### src/rtl/core/ava_pkg.sv
`default_nettype none
package ava_pkg;

	localparam int NUM_CHANNELS_DEF  = 8;
	localparam int SOUND_ID_BITS_DEF = 10;

	localparam int HANDLE_W = 32;
	localparam int FADE_W   = 16;

	// request kinds
	localparam logic [2:0] KIND_PLAY     = 3'd0;
	localparam logic [2:0] KIND_STOP     = 3'd1;
	localparam logic [2:0] KIND_PAUSE    = 3'd2;
	localparam logic [2:0] KIND_RESUME   = 3'd3;
	localparam logic [2:0] KIND_QUERY    = 3'd4;
	localparam logic [2:0] KIND_FINISHED = 3'd5;

	// mixer commands
	localparam logic [2:0] ACT_NONE     = 3'd0;
	localparam logic [2:0] ACT_START    = 3'd1;
	localparam logic [2:0] ACT_FADE_IN  = 3'd2;
	localparam logic [2:0] ACT_HALT     = 3'd3;
	localparam logic [2:0] ACT_FADE_OUT = 3'd4;
	localparam logic [2:0] ACT_PAUSE    = 3'd5;
	localparam logic [2:0] ACT_RESUME   = 3'd6;

	// query answers
	localparam logic [1:0] QS_STOPPED = 2'd0;
	localparam logic [1:0] QS_PLAYING = 2'd1;
	localparam logic [1:0] QS_PAUSED  = 2'd2;

	// scan unit control
	typedef struct packed {
		logic clear;
		logic en;
	} scan_ctl_t;

	// scan unit results
	typedef struct packed {
		logic match;    // handle found
		logic same;     // a voice of the same sound exists
		logic nonloop;  // a non-looping voice exists
		logic any;      // any voice exists
	} scan_hit_t;

endpackage
`default_nettype wire

### src/rtl/core/ava_table.sv
`default_nettype none
module ava_table #(
	parameter int NUM_CHANNELS  = ava_pkg::NUM_CHANNELS_DEF,
	parameter int SOUND_ID_BITS = ava_pkg::SOUND_ID_BITS_DEF
) (
	input  wire logic                              clk,
	input  wire logic                              we,
	input  wire logic [$clog2(NUM_CHANNELS)-1:0]   waddr,
	input  wire logic [ava_pkg::HANDLE_W-1:0]      whandle,
	input  wire logic [SOUND_ID_BITS-1:0]          wsound,
	input  wire logic                              wloop,
	input  wire logic [$clog2(NUM_CHANNELS)-1:0]   raddr,
	output logic      [ava_pkg::HANDLE_W-1:0]      rhandle,
	output logic      [SOUND_ID_BITS-1:0]          rsound,
	output logic                                   rloop
);
	import ava_pkg::*;

	localparam int ENT_W = HANDLE_W + SOUND_ID_BITS + 1;

	// one entry per channel: {handle, sound, looping}
	logic [ENT_W-1:0] mem [NUM_CHANNELS];
	logic [ENT_W-1:0] rdata_q;

	always_ff @(posedge clk) begin
		if (we) begin
			mem[waddr] <= {whandle, wsound, wloop};
		end
		rdata_q <= mem[raddr];
	end

	assign rhandle = rdata_q[ENT_W-1 -: HANDLE_W];
	assign rsound  = rdata_q[SOUND_ID_BITS:1];
	assign rloop   = rdata_q[0];

endmodule
`default_nettype wire

### src/rtl/core/ava_scan.sv
`default_nettype none
module ava_scan #(
	parameter int NUM_CHANNELS  = ava_pkg::NUM_CHANNELS_DEF,
	parameter int SOUND_ID_BITS = ava_pkg::SOUND_ID_BITS_DEF
) (
	input  wire logic                              clk,
	input  wire logic                              arst_n,
	input  wire ava_pkg::scan_ctl_t                ctl,
	input  wire logic [$clog2(NUM_CHANNELS)-1:0]   idx,
	input  wire logic                              ent_valid,
	input  wire logic [ava_pkg::HANDLE_W-1:0]      ent_handle,
	input  wire logic [SOUND_ID_BITS-1:0]          ent_sound,
	input  wire logic                              ent_loop,
	input  wire logic [ava_pkg::HANDLE_W-1:0]      key_handle,
	input  wire logic [SOUND_ID_BITS-1:0]          key_sound,
	output ava_pkg::scan_hit_t                     hit,
	output logic      [$clog2(NUM_CHANNELS)-1:0]   match_idx,
	output logic      [$clog2(NUM_CHANNELS)-1:0]   same_idx,
	output logic      [$clog2(NUM_CHANNELS)-1:0]   nonloop_idx,
	output logic      [$clog2(NUM_CHANNELS)-1:0]   any_idx
);
	import ava_pkg::*;

	localparam int CW = $clog2(NUM_CHANNELS);

	scan_hit_t           hit_q;
	logic [CW-1:0]       match_idx_q, same_idx_q, nonloop_idx_q, any_idx_q;
	logic [HANDLE_W-1:0] same_h_q, nonloop_h_q, any_h_q;

	// strict less-than keeps the lowest channel on equal handles
	logic upd_match, upd_same, upd_nonloop, upd_any;

	always_comb begin
		upd_match   = ent_valid && !hit_q.match && (ent_handle == key_handle);
		upd_same    = ent_valid && (ent_sound == key_sound) &&
		              (!hit_q.same || (ent_handle < same_h_q));
		upd_nonloop = ent_valid && !ent_loop &&
		              (!hit_q.nonloop || (ent_handle < nonloop_h_q));
		upd_any     = ent_valid && (!hit_q.any || (ent_handle < any_h_q));
	end

	always_ff @(posedge clk or negedge arst_n) begin
		if (!arst_n) begin
			hit_q <= '0;
		end else if (ctl.clear) begin
			hit_q <= '0;
		end else if (ctl.en) begin
			if (upd_match) begin
				hit_q.match <= 1'b1;
			end
			if (upd_same) begin
				hit_q.same <= 1'b1;
			end
			if (upd_nonloop) begin
				hit_q.nonloop <= 1'b1;
			end
			if (upd_any) begin
				hit_q.any <= 1'b1;
			end
		end
	end

	always_ff @(posedge clk) begin
		if (ctl.en) begin
			if (upd_match) begin
				match_idx_q <= idx;
			end
			if (upd_same) begin
				same_idx_q <= idx;
				same_h_q   <= ent_handle;
			end
			if (upd_nonloop) begin
				nonloop_idx_q <= idx;
				nonloop_h_q   <= ent_handle;
			end
			if (upd_any) begin
				any_idx_q <= idx;
				any_h_q   <= ent_handle;
			end
		end
	end

	assign hit         = hit_q;
	assign match_idx   = match_idx_q;
	assign same_idx    = same_idx_q;
	assign nonloop_idx = nonloop_idx_q;
	assign any_idx     = any_idx_q;

endmodule
`default_nettype wire

### src/rtl/core/audio_voice_allocator.sv
`default_nettype none
// Voice allocator with stealing for a mixer of NUM_CHANNELS channels. Each
// item is a request: play, stop, pause, resume, query, or a channel-finished
// event; each item yields exactly one result item carrying the mixer command.
// Play takes the lowest free channel; with all channels busy it steals the
// oldest voice of the same sound, else the oldest non-looping voice, else the
// oldest voice (oldest = smallest handle). Handles come from a 32-bit counter
// that skips zero on wrap. The handle, sound and looping fields of each
// channel live in a small table with one write port and one registered read
// port; valid and paused bits are flops. Play with a free channel, finished
// events and unknown kinds go from accept straight to the finish state; stop,
// pause, resume, query and play on a full table first read the table one
// entry a cycle through a single compare unit. The input stalls while an item
// is in work; a finished result waits in the output register, and a new item
// is taken meanwhile, but its result is only committed once that register is
// free.
module audio_voice_allocator #(
	parameter int NUM_CHANNELS  = ava_pkg::NUM_CHANNELS_DEF,
	parameter int SOUND_ID_BITS = ava_pkg::SOUND_ID_BITS_DEF
) (
	input  wire logic        clk,
	input  wire logic        arst_n,
	// request channel
	input  wire logic        in_valid,
	output logic             in_stall,
	input  wire logic [2:0]  kind,
	input  wire logic [9:0]  sound_id,
	input  wire logic        looping,
	input  wire logic [31:0] handle,
	input  wire logic [15:0] fade_ms,
	input  wire logic [2:0]  channel,
	// result channel
	output logic             out_valid,
	input  wire logic        out_stall,
	output logic      [31:0] out_handle,
	output logic      [2:0]  out_channel,
	output logic      [2:0]  action,
	output logic      [15:0] out_fade_ms,
	output logic             stolen,
	output logic             status,
	output logic      [1:0]  sound_state
);
	import ava_pkg::*;

	localparam int CW    = $clog2(NUM_CHANNELS);
	localparam int CNT_W = CW + 1;
	localparam int SB    = SOUND_ID_BITS;

	typedef enum logic [1:0] {
		S_IDLE,
		S_SCAN,
		S_FIN
	} state_t;

	state_t state_q;

	// channel flags
	logic [NUM_CHANNELS-1:0] chan_valid_q;
	logic [NUM_CHANNELS-1:0] chan_paused_q;
	logic [HANDLE_W-1:0]     last_handle_q;

	// latched request
	logic [2:0]          kind_q;
	logic [SB-1:0]       snd_q;
	logic                loop_q;
	logic [HANDLE_W-1:0] handle_q;
	logic [FADE_W-1:0]   fade_q;
	logic [2:0]          channel_q;

	// scan counter: issue reads for 0..N-1, compare in the cycle after each read
	logic [CNT_W-1:0] cnt_q;

	// result register
	logic                out_valid_q;
	logic [HANDLE_W-1:0] out_handle_q;
	logic [2:0]          out_channel_q;
	logic [2:0]          action_q;
	logic [FADE_W-1:0]   out_fade_q;
	logic                stolen_q;
	logic                status_q;
	logic [1:0]          sound_state_q;

	logic in_accept;
	logic fin_go;

	assign in_stall  = (state_q != S_IDLE);
	assign in_accept = in_valid && !in_stall;
	assign fin_go    = (state_q == S_FIN) && (!out_valid_q || !out_stall);

	// sound id narrowed or widened to the stored width
	logic [SB+9:0] snd_ext;
	assign snd_ext = {{SB{1'b0}}, sound_id};

	// lowest free channel
	logic          free_hit;
	logic [CW-1:0] free_idx;

	always_comb begin
		free_hit = 1'b0;
		free_idx = '0;
		for (int i = NUM_CHANNELS - 1; i >= 0; i--) begin
			if (!chan_valid_q[i]) begin
				free_hit = 1'b1;
				free_idx = CW'(i);
			end
		end
	end

	// table and compare unit
	logic [CW-1:0]       rd_addr;
	logic [CW-1:0]       cmp_idx;
	logic [CNT_W-1:0]    cnt_prev;
	logic [HANDLE_W-1:0] rd_handle;
	logic [SB-1:0]       rd_sound;
	logic                rd_loop;
	logic                tbl_we;
	logic [CW-1:0]       tgt;
	logic [HANDLE_W-1:0] next_handle;
	scan_ctl_t           scan_ctl;
	scan_hit_t           scan_hit;
	logic [CW-1:0]       match_idx, same_idx, nonloop_idx, any_idx;

	assign rd_addr  = cnt_q[CW-1:0];
	assign cnt_prev = cnt_q - CNT_W'(1);
	assign cmp_idx  = cnt_prev[CW-1:0];

	assign scan_ctl.clear = in_accept;
	assign scan_ctl.en    = (state_q == S_SCAN) && (cnt_q != '0);

	ava_table #(
		.NUM_CHANNELS  (NUM_CHANNELS),
		.SOUND_ID_BITS (SOUND_ID_BITS)
	) u_table (
		.clk     (clk),
		.we      (tbl_we && fin_go),
		.waddr   (tgt),
		.whandle (next_handle),
		.wsound  (snd_q),
		.wloop   (loop_q),
		.raddr   (rd_addr),
		.rhandle (rd_handle),
		.rsound  (rd_sound),
		.rloop   (rd_loop)
	);

	ava_scan #(
		.NUM_CHANNELS  (NUM_CHANNELS),
		.SOUND_ID_BITS (SOUND_ID_BITS)
	) u_scan (
		.clk         (clk),
		.arst_n      (arst_n),
		.ctl         (scan_ctl),
		.idx         (cmp_idx),
		.ent_valid   (chan_valid_q[cmp_idx]),
		.ent_handle  (rd_handle),
		.ent_sound   (rd_sound),
		.ent_loop    (rd_loop),
		.key_handle  (handle_q),
		.key_sound   (snd_q),
		.hit         (scan_hit),
		.match_idx   (match_idx),
		.same_idx    (same_idx),
		.nonloop_idx (nonloop_idx),
		.any_idx     (any_idx)
	);

	// new handle skips zero on wrap
	always_comb begin
		next_handle = last_handle_q + HANDLE_W'(1);
		if (next_handle == '0) begin
			next_handle = HANDLE_W'(1);
		end
	end

	// finished-channel index, range checked against the channel count
	logic [CW+2:0] ch_ext;
	logic          ch_ok;
	logic [CW+2:0] tgt_ext;

	assign ch_ext  = {{CW{1'b0}}, channel_q};
	assign ch_ok   = (ch_ext < (CW+3)'(NUM_CHANNELS));
	assign tgt_ext = {3'b000, tgt};

	// result and state updates of the current item
	logic [2:0]        o_act;
	logic [FADE_W-1:0] o_fade;
	logic              o_stolen, o_status, o_play;
	logic [1:0]        o_state;
	logic              set_valid, clr_valid, set_paused, clr_paused;

	always_comb begin
		tgt        = '0;
		o_act      = ACT_NONE;
		o_fade     = '0;
		o_stolen   = 1'b0;
		o_status   = 1'b0;
		o_play     = 1'b0;
		o_state    = QS_STOPPED;
		set_valid  = 1'b0;
		clr_valid  = 1'b0;
		set_paused = 1'b0;
		clr_paused = 1'b0;
		tbl_we     = 1'b0;
		case (kind_q)
			KIND_PLAY: begin
				// steal order: same sound, non-looping, any
				if (free_hit) begin
					tgt = free_idx;
				end else if (scan_hit.same) begin
					tgt = same_idx;
				end else if (scan_hit.nonloop) begin
					tgt = nonloop_idx;
				end else if (scan_hit.any) begin
					tgt = any_idx;
				end
				o_stolen   = !free_hit;
				o_play     = 1'b1;
				set_valid  = 1'b1;
				clr_paused = 1'b1;
				tbl_we     = 1'b1;
				if (fade_q != '0) begin
					o_act  = ACT_FADE_IN;
					o_fade = fade_q;
				end else begin
					o_act = ACT_START;
				end
			end
			KIND_STOP, KIND_PAUSE, KIND_RESUME, KIND_QUERY: begin
				if (!scan_hit.match) begin
					o_status = 1'b1;
				end else begin
					tgt = match_idx;
					case (kind_q)
						KIND_STOP: begin
							// a fade-out frees the channel on its finished event
							if (fade_q != '0) begin
								o_act  = ACT_FADE_OUT;
								o_fade = fade_q;
							end else begin
								o_act      = ACT_HALT;
								clr_valid  = 1'b1;
								clr_paused = 1'b1;
							end
						end
						KIND_PAUSE: begin
							if (!chan_paused_q[match_idx]) begin
								o_act      = ACT_PAUSE;
								set_paused = 1'b1;
							end
						end
						KIND_RESUME: begin
							if (chan_paused_q[match_idx]) begin
								o_act      = ACT_RESUME;
								clr_paused = 1'b1;
							end
						end
						default: begin
							o_state = chan_paused_q[match_idx] ? QS_PAUSED : QS_PLAYING;
						end
					endcase
				end
			end
			KIND_FINISHED: begin
				if (ch_ok) begin
					tgt = ch_ext[CW-1:0];
					if (chan_valid_q[ch_ext[CW-1:0]]) begin
						clr_valid  = 1'b1;
						clr_paused = 1'b1;
					end
				end
			end
			default: begin
			end
		endcase
	end

	// sequencer, channel flags and result register
	always_ff @(posedge clk or negedge arst_n) begin
		if (!arst_n) begin
			state_q       <= S_IDLE;
			cnt_q         <= '0;
			chan_valid_q  <= '0;
			chan_paused_q <= '0;
			last_handle_q <= '0;
			out_valid_q   <= 1'b0;
		end else begin
			// a commit refills the register even as the old item leaves
			if (fin_go) begin
				out_valid_q <= 1'b1;
			end else if (!out_stall) begin
				out_valid_q <= 1'b0;
			end
			case (state_q)
				S_IDLE: begin
					if (in_accept) begin
						cnt_q <= '0;
						if ((kind == KIND_PLAY && !free_hit) ||
						    (kind inside {[KIND_STOP:KIND_QUERY]})) begin
							state_q <= S_SCAN;
						end else begin
							state_q <= S_FIN;
						end
					end
				end
				S_SCAN: begin
					cnt_q <= cnt_q + CNT_W'(1);
					if (cnt_q == CNT_W'(NUM_CHANNELS)) begin
						state_q <= S_FIN;
					end
				end
				S_FIN: begin
					if (fin_go) begin
						state_q <= S_IDLE;
						if (o_play) begin
							last_handle_q <= next_handle;
						end
						if (set_valid) begin
							chan_valid_q[tgt] <= 1'b1;
						end
						if (clr_valid) begin
							chan_valid_q[tgt] <= 1'b0;
						end
						if (set_paused) begin
							chan_paused_q[tgt] <= 1'b1;
						end
						if (clr_paused) begin
							chan_paused_q[tgt] <= 1'b0;
						end
					end
				end
				default: begin
					state_q <= S_IDLE;
				end
			endcase
		end
	end

	// payload registers
	always_ff @(posedge clk) begin
		if (in_accept) begin
			kind_q    <= kind;
			snd_q     <= snd_ext[SB-1:0];
			loop_q    <= looping;
			handle_q  <= handle;
			fade_q    <= fade_ms;
			channel_q <= channel;
		end
		if (fin_go) begin
			out_handle_q  <= o_play ? next_handle : '0;
			out_channel_q <= tgt_ext[2:0];
			action_q      <= o_act;
			out_fade_q    <= o_fade;
			stolen_q      <= o_stolen;
			status_q      <= o_status;
			sound_state_q <= o_state;
		end
	end

	assign out_valid   = out_valid_q;
	assign out_handle  = out_handle_q;
	assign out_channel = out_channel_q;
	assign action      = action_q;
	assign out_fade_ms = out_fade_q;
	assign stolen      = stolen_q;
	assign status      = status_q;
	assign sound_state = sound_state_q;

	// a started voice always carries a live, nonzero handle
	a_start_handle: assert property (@(posedge clk) disable iff (!arst_n)
		out_valid_q && (action_q == ACT_START || action_q == ACT_FADE_IN)
		|-> out_handle_q != '0)
		else $error("started voice without handle");

	// a lookup miss issues no command
	a_miss_quiet: assert property (@(posedge clk) disable iff (!arst_n)
		out_valid_q && status_q |-> action_q == ACT_NONE && out_handle_q == '0)
		else $error("command issued on handle miss");

	// stealing happens only on a full table
	a_steal_full: assert property (@(posedge clk) disable iff (!arst_n)
		out_valid_q && stolen_q |-> &chan_valid_q)
		else $error("voice stolen with a free channel");

	// the input is closed from accept until the result is committed
	a_busy: assert property (@(posedge clk) disable iff (!arst_n)
		in_accept |=> in_stall)
		else $error("item accepted while busy");

endmodule
`default_nettype wire
### config.mk
export PLATFORM = sky130hd
export DESIGN_NAME = audio_voice_allocator
export DESIGN_NICKNAME = d
export VERILOG_FILES = /design/src/rtl/core/ava_pkg.sv /design/src/rtl/core/ava_table.sv /design/src/rtl/core/ava_scan.sv /design/src/rtl/core/audio_voice_allocator.sv
export SDC_FILE = /design/constraint.sdc
export NUM_CORES = 1
export LEC_CHECK = 0
export BUFFER_PORTS_ARGS = -buffer_cell sky130_fd_sc_hd__buf_2
export CELL_PAD_IN_SITES_DETAIL_PLACEMENT = 1
export CELL_PAD_IN_SITES_GLOBAL_PLACEMENT = 2
export CORE_MARGIN = 3
export CORE_UTILIZATION = 30
export DETAILED_ROUTE_END_ITERATION = 8
export GPL_ROUTABILITY_DRIVEN = 0
export MAX_ROUTING_LAYER = met4
export PLACE_DENSITY_LB_ADDON = 0.1
export SLEW_MARGIN = 10
export SYNTH_ARGS = -nofsm -noshare
export SYNTH_HDL_FRONTEND = slang
export SYNTH_SLANG_ARGS = --single-unit
### constraint.sdc
create_clock -name clk -period 17.55 [get_ports clk]
set_clock_uncertainty 0.2 [all_clocks]
set_input_delay 0.8775 -clock clk [delete_from_list [all_inputs] [get_ports clk]]
set_output_delay 0.8775 -clock clk [all_outputs]
set_load 0.05 [all_outputs]
After elaboration in Yosys (flattened, before gate mapping)
Memory sizes are Yosys's and may differ from the RTL's. A register that Yosys moved wholly into a read port is not among the register bits.
Cells that the tools add are included.
{"block": "classes", "add_sub_neg": 3, "magnitude_cmp": 11, "n_eq_ne": 14, "mux": 85, "bitwise": 7, "n_reduce_logical": 55}
{"operator": "< comparator 32 bit", "n": 3}
{"operator": "2-to-1 mux 8 bit", "n": 8}
{"operator": "2-to-1 mux 3 bit", "n": 18}
{"operator": "2-to-1 mux 16 bit", "n": 3}
{"operator": "2-to-1 mux 1 bit", "n": 33}
{"operator": "adder 32 x 1 -> 32 bit, second input constant", "n": 1}
{"operator": "== test 32 bit", "n": 1}
{"operator": "zero test 32 bit", "n": 1}
{"operator": "2-to-1 mux 32 bit", "n": 1}
{"operator": "one-hot mux 16 bit (2 select lines)", "n": 1}
{"operator": "< comparator 3 x 4 -> 1 bit, second input constant", "n": 5}
{"operator": "AND reduction 2 bit", "n": 10}
{"operator": "one-hot mux 3 bit (3 select lines)", "n": 2}
{"operator": "AND 8 bit", "n": 2}
{"operator": "bitwise OR 8 bit", "n": 2}
{"operator": "nonzero test 16 bit", "n": 1}
{"operator": "logical AND 1 bit", "n": 14}
{"operator": "nonzero test 2 bit", "n": 7}
{"operator": "2-to-1 mux 2 bit", "n": 6}
{"operator": "2-to-1 mux 4 bit", "n": 3}
{"operator": "== test 10 bit", "n": 1}
{"operator": "binary-select mux 1 bit (select 3 bit)", "n": 3}
{"operator": "zero test 1 bit", "n": 9}
{"operator": "NOT 8 bit", "n": 1}
{"operator": "other kinds (26)", "n": 39}
{"block": "word_totals", "regBits": 290, "ramBits": 344, "input_bits": 69, "output_inout_bits": 60, "wordCells": 206, "memories": 1}
{"name": "u_table.mem", "depth": 8, "width": 43, "rd": 1, "rd_ports_with_merged_regs": 1, "wr": 1, "line": "ava_table.sv:22", "text": "logic [ENT_W-1:0] mem [NUM_CHANNELS];"}

Logic depth before layout (Yosys ltp)
{"block": "logic_depth", "depth_word": 20, "ltp_mapped": 12, "ltp_nobuf": 9}

Hierarchy
From an unflattened synthesis, not the netlist that was laid out.
{"block": "unflattened", "hier_cells": 1763, "area_unflattened_um2": 28612.4}
{"mod": "ava_table", "n_inst": 1, "cells_each": 554, "area_each_um2": 14027.2, "seq_area_each_um2": 11190.7}
{"mod": "audio_voice_allocator", "n_inst": 1, "cells_each": 683, "area_each_um2": 8296.7, "seq_area_each_um2": 5069.9}
{"mod": "ava_scan", "n_inst": 1, "cells_each": 526, "area_each_um2": 6288.5, "seq_area_each_um2": 3343.2}

Least setup slack after synthesis
No wires, ideal clock.
{"block": "synth_timing", "kind": "register to register", "startpoint": "register cnt_q[1]", "endpoint": "register u_scan.nonloop_h_q[0] (enable)", "arrival_ns": 7.908, "required_ns": 16.734, "slack_ns": 8.826, "path_stages_with_launch": 11, "period_less_slack_ns": 8.724, "cell_sequence": "dfrtp_1 -> clkbuf_1 -> clkbuf_1 -> clkbuf_1 -> inv_1 -> ha_1 -> mux4_2 -> nor2b_1 -> a311oi_1 -> a211o_1 -> a2111oi_0"}
{"block": "synth_between", "elab_chain_cells": 6, "word_cells_on_any_way": 8, "classes_between": "1 x add/sub; 2 x mux; 5 x reduce/logical"}
{"element": "from (decl)", "line": "audio_voice_allocator.sv:71", "text": "logic [CNT_W-1:0] cnt_q;"}
{"element": "from (signal assigned)", "line": "audio_voice_allocator.sv:306", "text": "cnt_q <= cnt_q + CNT_W'(1);"}
{"element": "subtractor 3 x 1 -> 3 bit", "line": "audio_voice_allocator.sv:124", "text": "assign cnt_prev = cnt_q - CNT_W'(1);"}
{"element": "binary-select mux 1 bit (select 3 bit)", "line": "audio_voice_allocator.sv:154", "text": ".ent_valid (chan_valid_q[cmp_idx]),"}
{"element": "2-to-1 mux 1 bit (implied by the code)", "line": "audio_voice_allocator.sv:154"}
{"element": "logical AND 1 bit (2 in series)", "line": "ava_scan.sv:37", "text": "upd_nonloop = ent_valid && !ent_loop &&"}
{"element": "AND reduction 2 bit (no source line) (*)"}
{"element": "to (signal assigned)", "line": "ava_scan.sv:74", "text": "nonloop_h_q <= ent_handle;"}
{"element": "to (decl)", "line": "ava_scan.sv:28", "text": "logic [HANDLE_W-1:0] same_h_q, nonloop_h_q, any_h_q;"}
Mark *: on every way between the ends. The rest lies on a longest branch, timed or not. The select of a mux whose other input is x is not followed.
A chain may end at the register's enable or synchronous reset.

Worst setup path in the final report
{"block": "layout_timing", "startpoint": "register kind_q[0]", "endpoint": "memory u_table.mem[0][10] (netlist bit) (enable)"}
{"block": "layout_between", "elab_chain_cells": 5, "word_cells_on_any_way": 12, "classes_between": "5 x eq/ne; 4 x mux; 3 x reduce/logical"}
{"element": "from (decl)", "line": "audio_voice_allocator.sv:63", "text": "logic [2:0] kind_q;"}
{"element": "from (signal assigned)", "line": "audio_voice_allocator.sv:341", "text": "kind_q <= kind;"}
{"element": "zero test 3 bit", "line": "audio_voice_allocator.sv:204", "text": "case (kind_q)"}
{"element": "2-to-1 mux 1 bit", "line": "audio_voice_allocator.sv:204"}
{"element": "logical AND 1 bit", "line": "audio_voice_allocator.sv:135", "text": ".we (tbl_we && fin_go),"}
{"element": "2-to-1 mux 1 bit", "line": "ava_table.sv:26", "text": "if (we) begin"}
{"element": "2-to-1 mux 1 bit (implied by the code)", "line": "ava_table.sv:27", "text": "mem[waddr] <= {whandle, wsound, wloop};"}
{"element": "to (decl)", "line": "ava_table.sv:22"}
Several ways; a longest one is shown, not always the timed one.

==> flow_summary.html <==
<table>
<tr><th>Metric</th><th>Value</th></tr>
<tr><th colspan="2">Cells and area</th></tr>
<tr><td>Count of nets after finishing</td><td>2057</td></tr>
<tr><td>Layout cell share with drive strength beyond 1</td><td>23.2%</td></tr>
<tr><td>Design Area, Final</td><td>roughly 0.033 mm²</td></tr>
<tr><td>Final core area utilization</td><td>35.9%</td></tr>
<tr><td>Area added between synthesis and finish</td><td>17.6%</td></tr>
<tr><td>Final std cells w/o fill</td><td>3205</td></tr>
<tr><th colspan="2">Clock tree</th></tr>
<tr><td>TritonCTS clock tree</td><td>done</td></tr>
<tr><td>Clock Sink Count</td><td>677</td></tr>
<tr><td>Number of CTS-inserted buffers</td><td>82</td></tr>
<tr><td>Clock Latency Late Sink</td><td>0.63 ns</td></tr>
<tr><td>CTS-repair resized insts</td><td>0</td></tr>
<tr><td>Clk pin slew, worst setup/hold paths</td><td>0.06 ns</td></tr>
<tr><td>Post-CTS setup buffers</td><td>0</td></tr>
<tr><td>Level count of the clock H-tree</td><td>3</td></tr>
<tr><td>Root buf cell</td><td>sky130_fd_sc_hd__clkbuf_16</td></tr>
<tr><td>Number of buffers on the longest clock path</td><td>3</td></tr>
<tr><td>Count of hold-fix buffers inserted at cts</td><td>0</td></tr>
<tr><th colspan="2">GRT</th></tr>
<tr><td>GR Overflow Total</td><td>0</td></tr>
<tr><td>Wire length of the first global-routing pass</td><td>around 110 mm</td></tr>
<tr><td>Number of antenna violations at the first check in global routing</td><td>3</td></tr>
<tr><td>Pin count of the biggest net entering global routing</td><td>60</td></tr>
<tr><td>Via count of the first global-routing pass</td><td>16700</td></tr>
<tr><td>Total routing resource utilization after global routing</td><td>15.7%</td></tr>
<tr><th colspan="2">Floorplanning</th></tr>
<tr><td>Chip width</td><td>~310 µm</td></tr>
<tr><td>Area of the die</td><td>0.0976 mm²</td></tr>
<tr><td>Boundary pin count</td><td>around 130</td></tr>
<tr><td>Die Height</td><td>312 µm</td></tr>
<tr><td>Effective utilization at floorplan</td><td>approximately 30%</td></tr>
<tr><td>Area inside the core boundary</td><td>slightly above 0.09 mm²</td></tr>
<tr><td>Number of cell rows</td><td>about 110</td></tr>
<tr><th colspan="2">Synth</th></tr>
<tr><td>Post-synth top flop</td><td>sky130_fd_sc_hd__edfxtp_1</td></tr>
<tr><td>Synthesized-area fraction occupied by and/or/nand/nor cells</td><td>under 10%</td></tr>
<tr><td>Post-Synth Adder-Cell Area</td><td>4.26%</td></tr>
<tr><td>Average cell area after synthesis</td><td>16.4 µm²</td></tr>
<tr><td>Sequential area share after synthesis</td><td>69.6%</td></tr>
<tr><td>Count of synthesis-stage warnings from yosys</td><td>0</td></tr>
<tr><td>Total of flip-flops plus latches after synthesis</td><td>677</td></tr>
<tr><td>Compound-Gate Fraction of Synth Area</td><td>4.06%</td></tr>
<tr><td>Fraction of registers with async set/reset</td><td>8.71%</td></tr>
<tr><td>Number of standard cells after synthesis</td><td>1721</td></tr>
<tr><td>Total nets after synthesis</td><td>1886</td></tr>
<tr><td>Post-synth cell types</td><td>69</td></tr>
<tr><td>Mapped Area</td><td>0.0282 mm²</td></tr>
<tr><td>Largest family of logic cells by synthesized area</td><td>multiplexers</td></tr>
<tr><td>Number of flops mapped to enable cells by yosys</td><td>575</td></tr>
<tr><td>Mux cell area share after synthesis</td><td>9.40%</td></tr>
<tr><td>Xor-xnor portion of the synthesized cell area</td><td>3.33%</td></tr>
<tr><th colspan="2">Place</th></tr>
<tr><td>Number of input and output port buffers inserted</td><td>128</td></tr>
<tr><td>Detailed-placement wirelength estimate</td><td>47.5 mm</td></tr>
<tr><td>Cell total after placement</td><td>slightly above 3000</td></tr>
<tr><td>DP Area</td><td>0.0303 mm²</td></tr>
<tr><td>Setup WS pre-CTS</td><td>12.96 ns</td></tr>
<tr><th colspan="2">Drt</th></tr>
<tr><td>Total vias in the final route</td><td>~15000</td></tr>
<tr><td>Detail Route met2 WL</td><td>36.6 mm</td></tr>
<tr><td>Routed length per placed instance</td><td>23.0 µm</td></tr>
<tr><td>Top sig layer</td><td>met4</td></tr>
<tr><td>Met3 Wirelength</td><td>approximately 2.1 mm</td></tr>
<tr><td>Met1 Wirelength</td><td>33.7 mm</td></tr>
<tr><td>Post-detailed-routing wire length</td><td>between 70 and 80 mm</td></tr>
<tr><td>Avg Vias per Cell</td><td>4.70</td></tr>
<tr><td>Number of remaining DRC errors</td><td>0</td></tr>
<tr><td>Initial drt markers</td><td>803</td></tr>
<tr><td>First-pass DRT Iterations</td><td>5</td></tr>
<tr><td>Final ANT Viol Nets</td><td>0</td></tr>
<tr><th colspan="2">Worst setup path</th></tr>
<tr><td>Crit end category</td><td>flip-flop</td></tr>
<tr><td>Critical Path Fanout Max</td><td>37</td></tr>
<tr><td>WP data arrival</td><td>4.55 ns</td></tr>
<tr><td>Req. time, crit path</td><td>17.60 ns</td></tr>
<tr><td>Worst path cell trace</td><td>or3_1 &gt; nor2_1 &gt; o211ai_1 &gt; and3_1 &gt; inv_1 &gt; nor3_4 &gt; buf_4</td></tr>
<tr><td>Critical setup path kind</td><td>reg -&gt; reg</td></tr>
<tr><td>Nature of the critical path startpoint</td><td>flip-flop</td></tr>
<tr><td>Crit-path slowest cell</td><td>sky130_fd_sc_hd__or3_1</td></tr>
<tr><td>Top cell family by delay on the critical path</td><td>simple AND/OR/NAND/NOR gates</td></tr>
<tr><td>Total buffers and inverters traversed by the critical path</td><td>2</td></tr>
<tr><td>Highest cell delay on the worst timing path</td><td>0.70 ns</td></tr>
<tr><th colspan="2">STA</th></tr>
<tr><td>Final critical-path required period</td><td>~4.5 ns</td></tr>
<tr><td>Setup repair after global routing missed its margin</td><td>false</td></tr>
<tr><td>Final worst-path setup slack</td><td>13.05 ns</td></tr>
<tr><td>Final Hold Slack</td><td>around 0.22 ns</td></tr>
<tr><td>Setup violation total in the final timing report</td><td>0</td></tr>
<tr><td>Worst Tran Pin Value</td><td>1.11 ns</td></tr>
<tr><td>Setup tns final</td><td>0 ns</td></tr>
<tr><td>Final cycle utilization of the critical path</td><td>25.6%</td></tr>
<tr><td>Final Hold Fails</td><td>0</td></tr>
<tr><td>Highest achievable clock rate</td><td>around 0.22 GHz</td></tr>
<tr><td>Max-slew violation total from the final report</td><td>0</td></tr>
<tr><td>Slew headroom</td><td>25.6%</td></tr>
<tr><th colspan="2">Pwr</th></tr>
<tr><td>Sequential share of power</td><td>45.1%</td></tr>
<tr><td>Portion of total power attributed to combinational logic</td><td>18.6%</td></tr>
<tr><td>Clock power frac</td><td>between 30% and 40%</td></tr>
<tr><td>PwrDens</td><td>143 mW/mm²</td></tr>
<tr><td>Static power due to leakage</td><td>12.0 nW</td></tr>
<tr><td>Switching power as a share of total power</td><td>between 20 and 30%</td></tr>
<tr><td>Power dissipated by switching net loads</td><td>roughly 1.4 mW</td></tr>
<tr><td>IR drop worst, VDD</td><td>around 0.000063 V</td></tr>
<tr><td>Total Power</td><td>4.75 mW</td></tr>
<tr><td>Internal Power</td><td>3.35 mW</td></tr>
<tr><th colspan="2">Run</th></tr>
<tr><td>Number of max-capacitance violations reported</td><td>0</td></tr>
<tr><th colspan="2">Worst hold path</th></tr>
<tr><td>Hold Path Class</td><td>in -&gt; reg</td></tr>
<tr><th colspan="2">Status</th></tr>
<tr><td>Status</td><td>completed</td></tr>
</table>
[cells by family (layout without fill, tap and decap cells)]
group,count (synthesis),count (layout)
AOI/OAI and AO/OA,172,172
xor gates and xnor gates,107,107
adders and majority gates,96,96
buffers and inverters,180,419
DFF,677,677
muxes,144,144
other,0,2
and+or+nand+nor,345,345
[path summary, 6_finish.rpt]
| path | from | end | slack, ns | cells past startpoint |
|---|---|---|---|---|
| max | kind_q[0] | u_table.mem[0][10] | 13.05 | 7 |
| min | fade_ms[3] | fade_q[3] | 0.22 | 1 |
| max reg2reg | kind_q[0] | u_table.mem[0][10] | 13.05 | 7 |
| min reg2reg | state_q[1] | state_q[1] | 0.31 | 1 |
| max in group asynchronous | arst_n | cnt_q[1] | 16.11 | 2 |
| min in group asynchronous | arst_n | last_handle_q[27] | 0.25 | 2 |
[worst reg2reg max path, cell delays in order, from the launching register on]
cell and delay (ns):
sky130_fd_sc_hd__edfxtp_1 0.68, sky130_fd_sc_hd__or3_1 0.70, sky130_fd_sc_hd__nor2_1 0.15, sky130_fd_sc_hd__o211ai_1 0.19, sky130_fd_sc_hd__and3_1 0.57, sky130_fd_sc_hd__inv_1 0.42, sky130_fd_sc_hd__nor3_4 0.51, sky130_fd_sc_hd__buf_4 0.66
[area by class of cell]
| cell class | instances | area, µm² |
|---|---|---|
| Antenna cell | 2 | 5.00 |
| Clock buffer | 100 | 2240 |
| Clock inverter | 52 | 542 |
| Fill cell | 9303 | 59200 |
| Inverter | 115 | 433 |
| Multi-Input combinational cell | 864 | 7930 |
| Sequential cell | 677 | 19600 |
| Tap cell | 1243 | 1560 |
| Timing Repair Buffer | 152 | 821 |
[flip-flops by register name, indices dropped and copies added, names as in the netlist, 32 cells and up, named ones only]
register	flops
u_table.mem	344
u_table.rdata_q	43
handle_q	32
last_handle_q	32
out_handle	32
u_scan.any_h_q	32
u_scan.nonloop_h_q	32
u_scan.same_h_q	32
[power by group through the flow]
stage | Clock (mW) | Sequential, mW | Combinational [mW]
floorplan | 0 | 2.10 | 0.620
global placement | 0 | 2.19 | 0.907
detailed placement | 0 | 2.19 | 0.909
CTS | 1.79 | 2.16 | 0.915
global route | 1.86 | 2.17 | 0.991
finish | 1.72 | 2.14 | 0.885
[synth_stat cells, types with 5 or more instances]
cell                         n  area share (%)
sky130_fd_sc_hd__a211oi_1   10            0.27
sky130_fd_sc_hd__a21o_1     33            0.88
sky130_fd_sc_hd__a21oi_1    34            0.60
sky130_fd_sc_hd__and2_1     46             1.0
sky130_fd_sc_hd__and3_1      9            0.20
sky130_fd_sc_hd__and4_1      6            0.19
sky130_fd_sc_hd__buf_1      11            0.15
sky130_fd_sc_hd__buf_2      13            0.23
sky130_fd_sc_hd__buf_4       5            0.13
sky130_fd_sc_hd__clkbuf_1   32            0.43
sky130_fd_sc_hd__dfrtp_1    59             5.2
sky130_fd_sc_hd__dfxtp_1    43             3.1
sky130_fd_sc_hd__edfxtp_1  575              61
sky130_fd_sc_hd__ha_1       96             4.3
sky130_fd_sc_hd__inv_1     115             1.5
sky130_fd_sc_hd__mux2_2     44             1.8
sky130_fd_sc_hd__mux2i_1     8            0.28
sky130_fd_sc_hd__mux4_2     92             7.4
sky130_fd_sc_hd__nand2_1    66            0.88
sky130_fd_sc_hd__nand2b_1   12            0.27
sky130_fd_sc_hd__nand3_1    30            0.53
sky130_fd_sc_hd__nand3b_1    5            0.13
sky130_fd_sc_hd__nand4_1    30            0.67
sky130_fd_sc_hd__nor2_1     58            0.77
sky130_fd_sc_hd__nor2b_1     6            0.13
sky130_fd_sc_hd__nor3_1     26            0.46
sky130_fd_sc_hd__nor4_1     19            0.42
sky130_fd_sc_hd__o21a_1      6            0.16
sky130_fd_sc_hd__o21ai_0    37            0.66
sky130_fd_sc_hd__o22a_1      8            0.25
sky130_fd_sc_hd__o31ai_1     9            0.24
sky130_fd_sc_hd__or3_1       8            0.18
sky130_fd_sc_hd__xnor2_1    40             1.2
sky130_fd_sc_hd__xor2_1     67             2.1
[per-layer routing]
layer  GRT usage (%)  up-vias
li1                -     6894
met1            20.3     7853
met2            26.0      204
met3            2.55      108
met4            3.76        0
met5               -        -
[layout by cell type (no fill, tap or decap), types with 56 or more instances in the layout]
master                      instances
sky130_fd_sc_hd__nand2_1           66
sky130_fd_sc_hd__dfrtp_1           56
sky130_fd_sc_hd__inv_1            114
sky130_fd_sc_hd__edfxtp_1         575
sky130_fd_sc_hd__ha_1              96
sky130_fd_sc_hd__nor2_1            57
sky130_fd_sc_hd__xor2_1            67
sky130_fd_sc_hd__mux4_2            92
sky130_fd_sc_hd__buf_2            128
sky130_fd_sc_hd__clkbuf_16         84
Power figures use the tool's default switching activity.
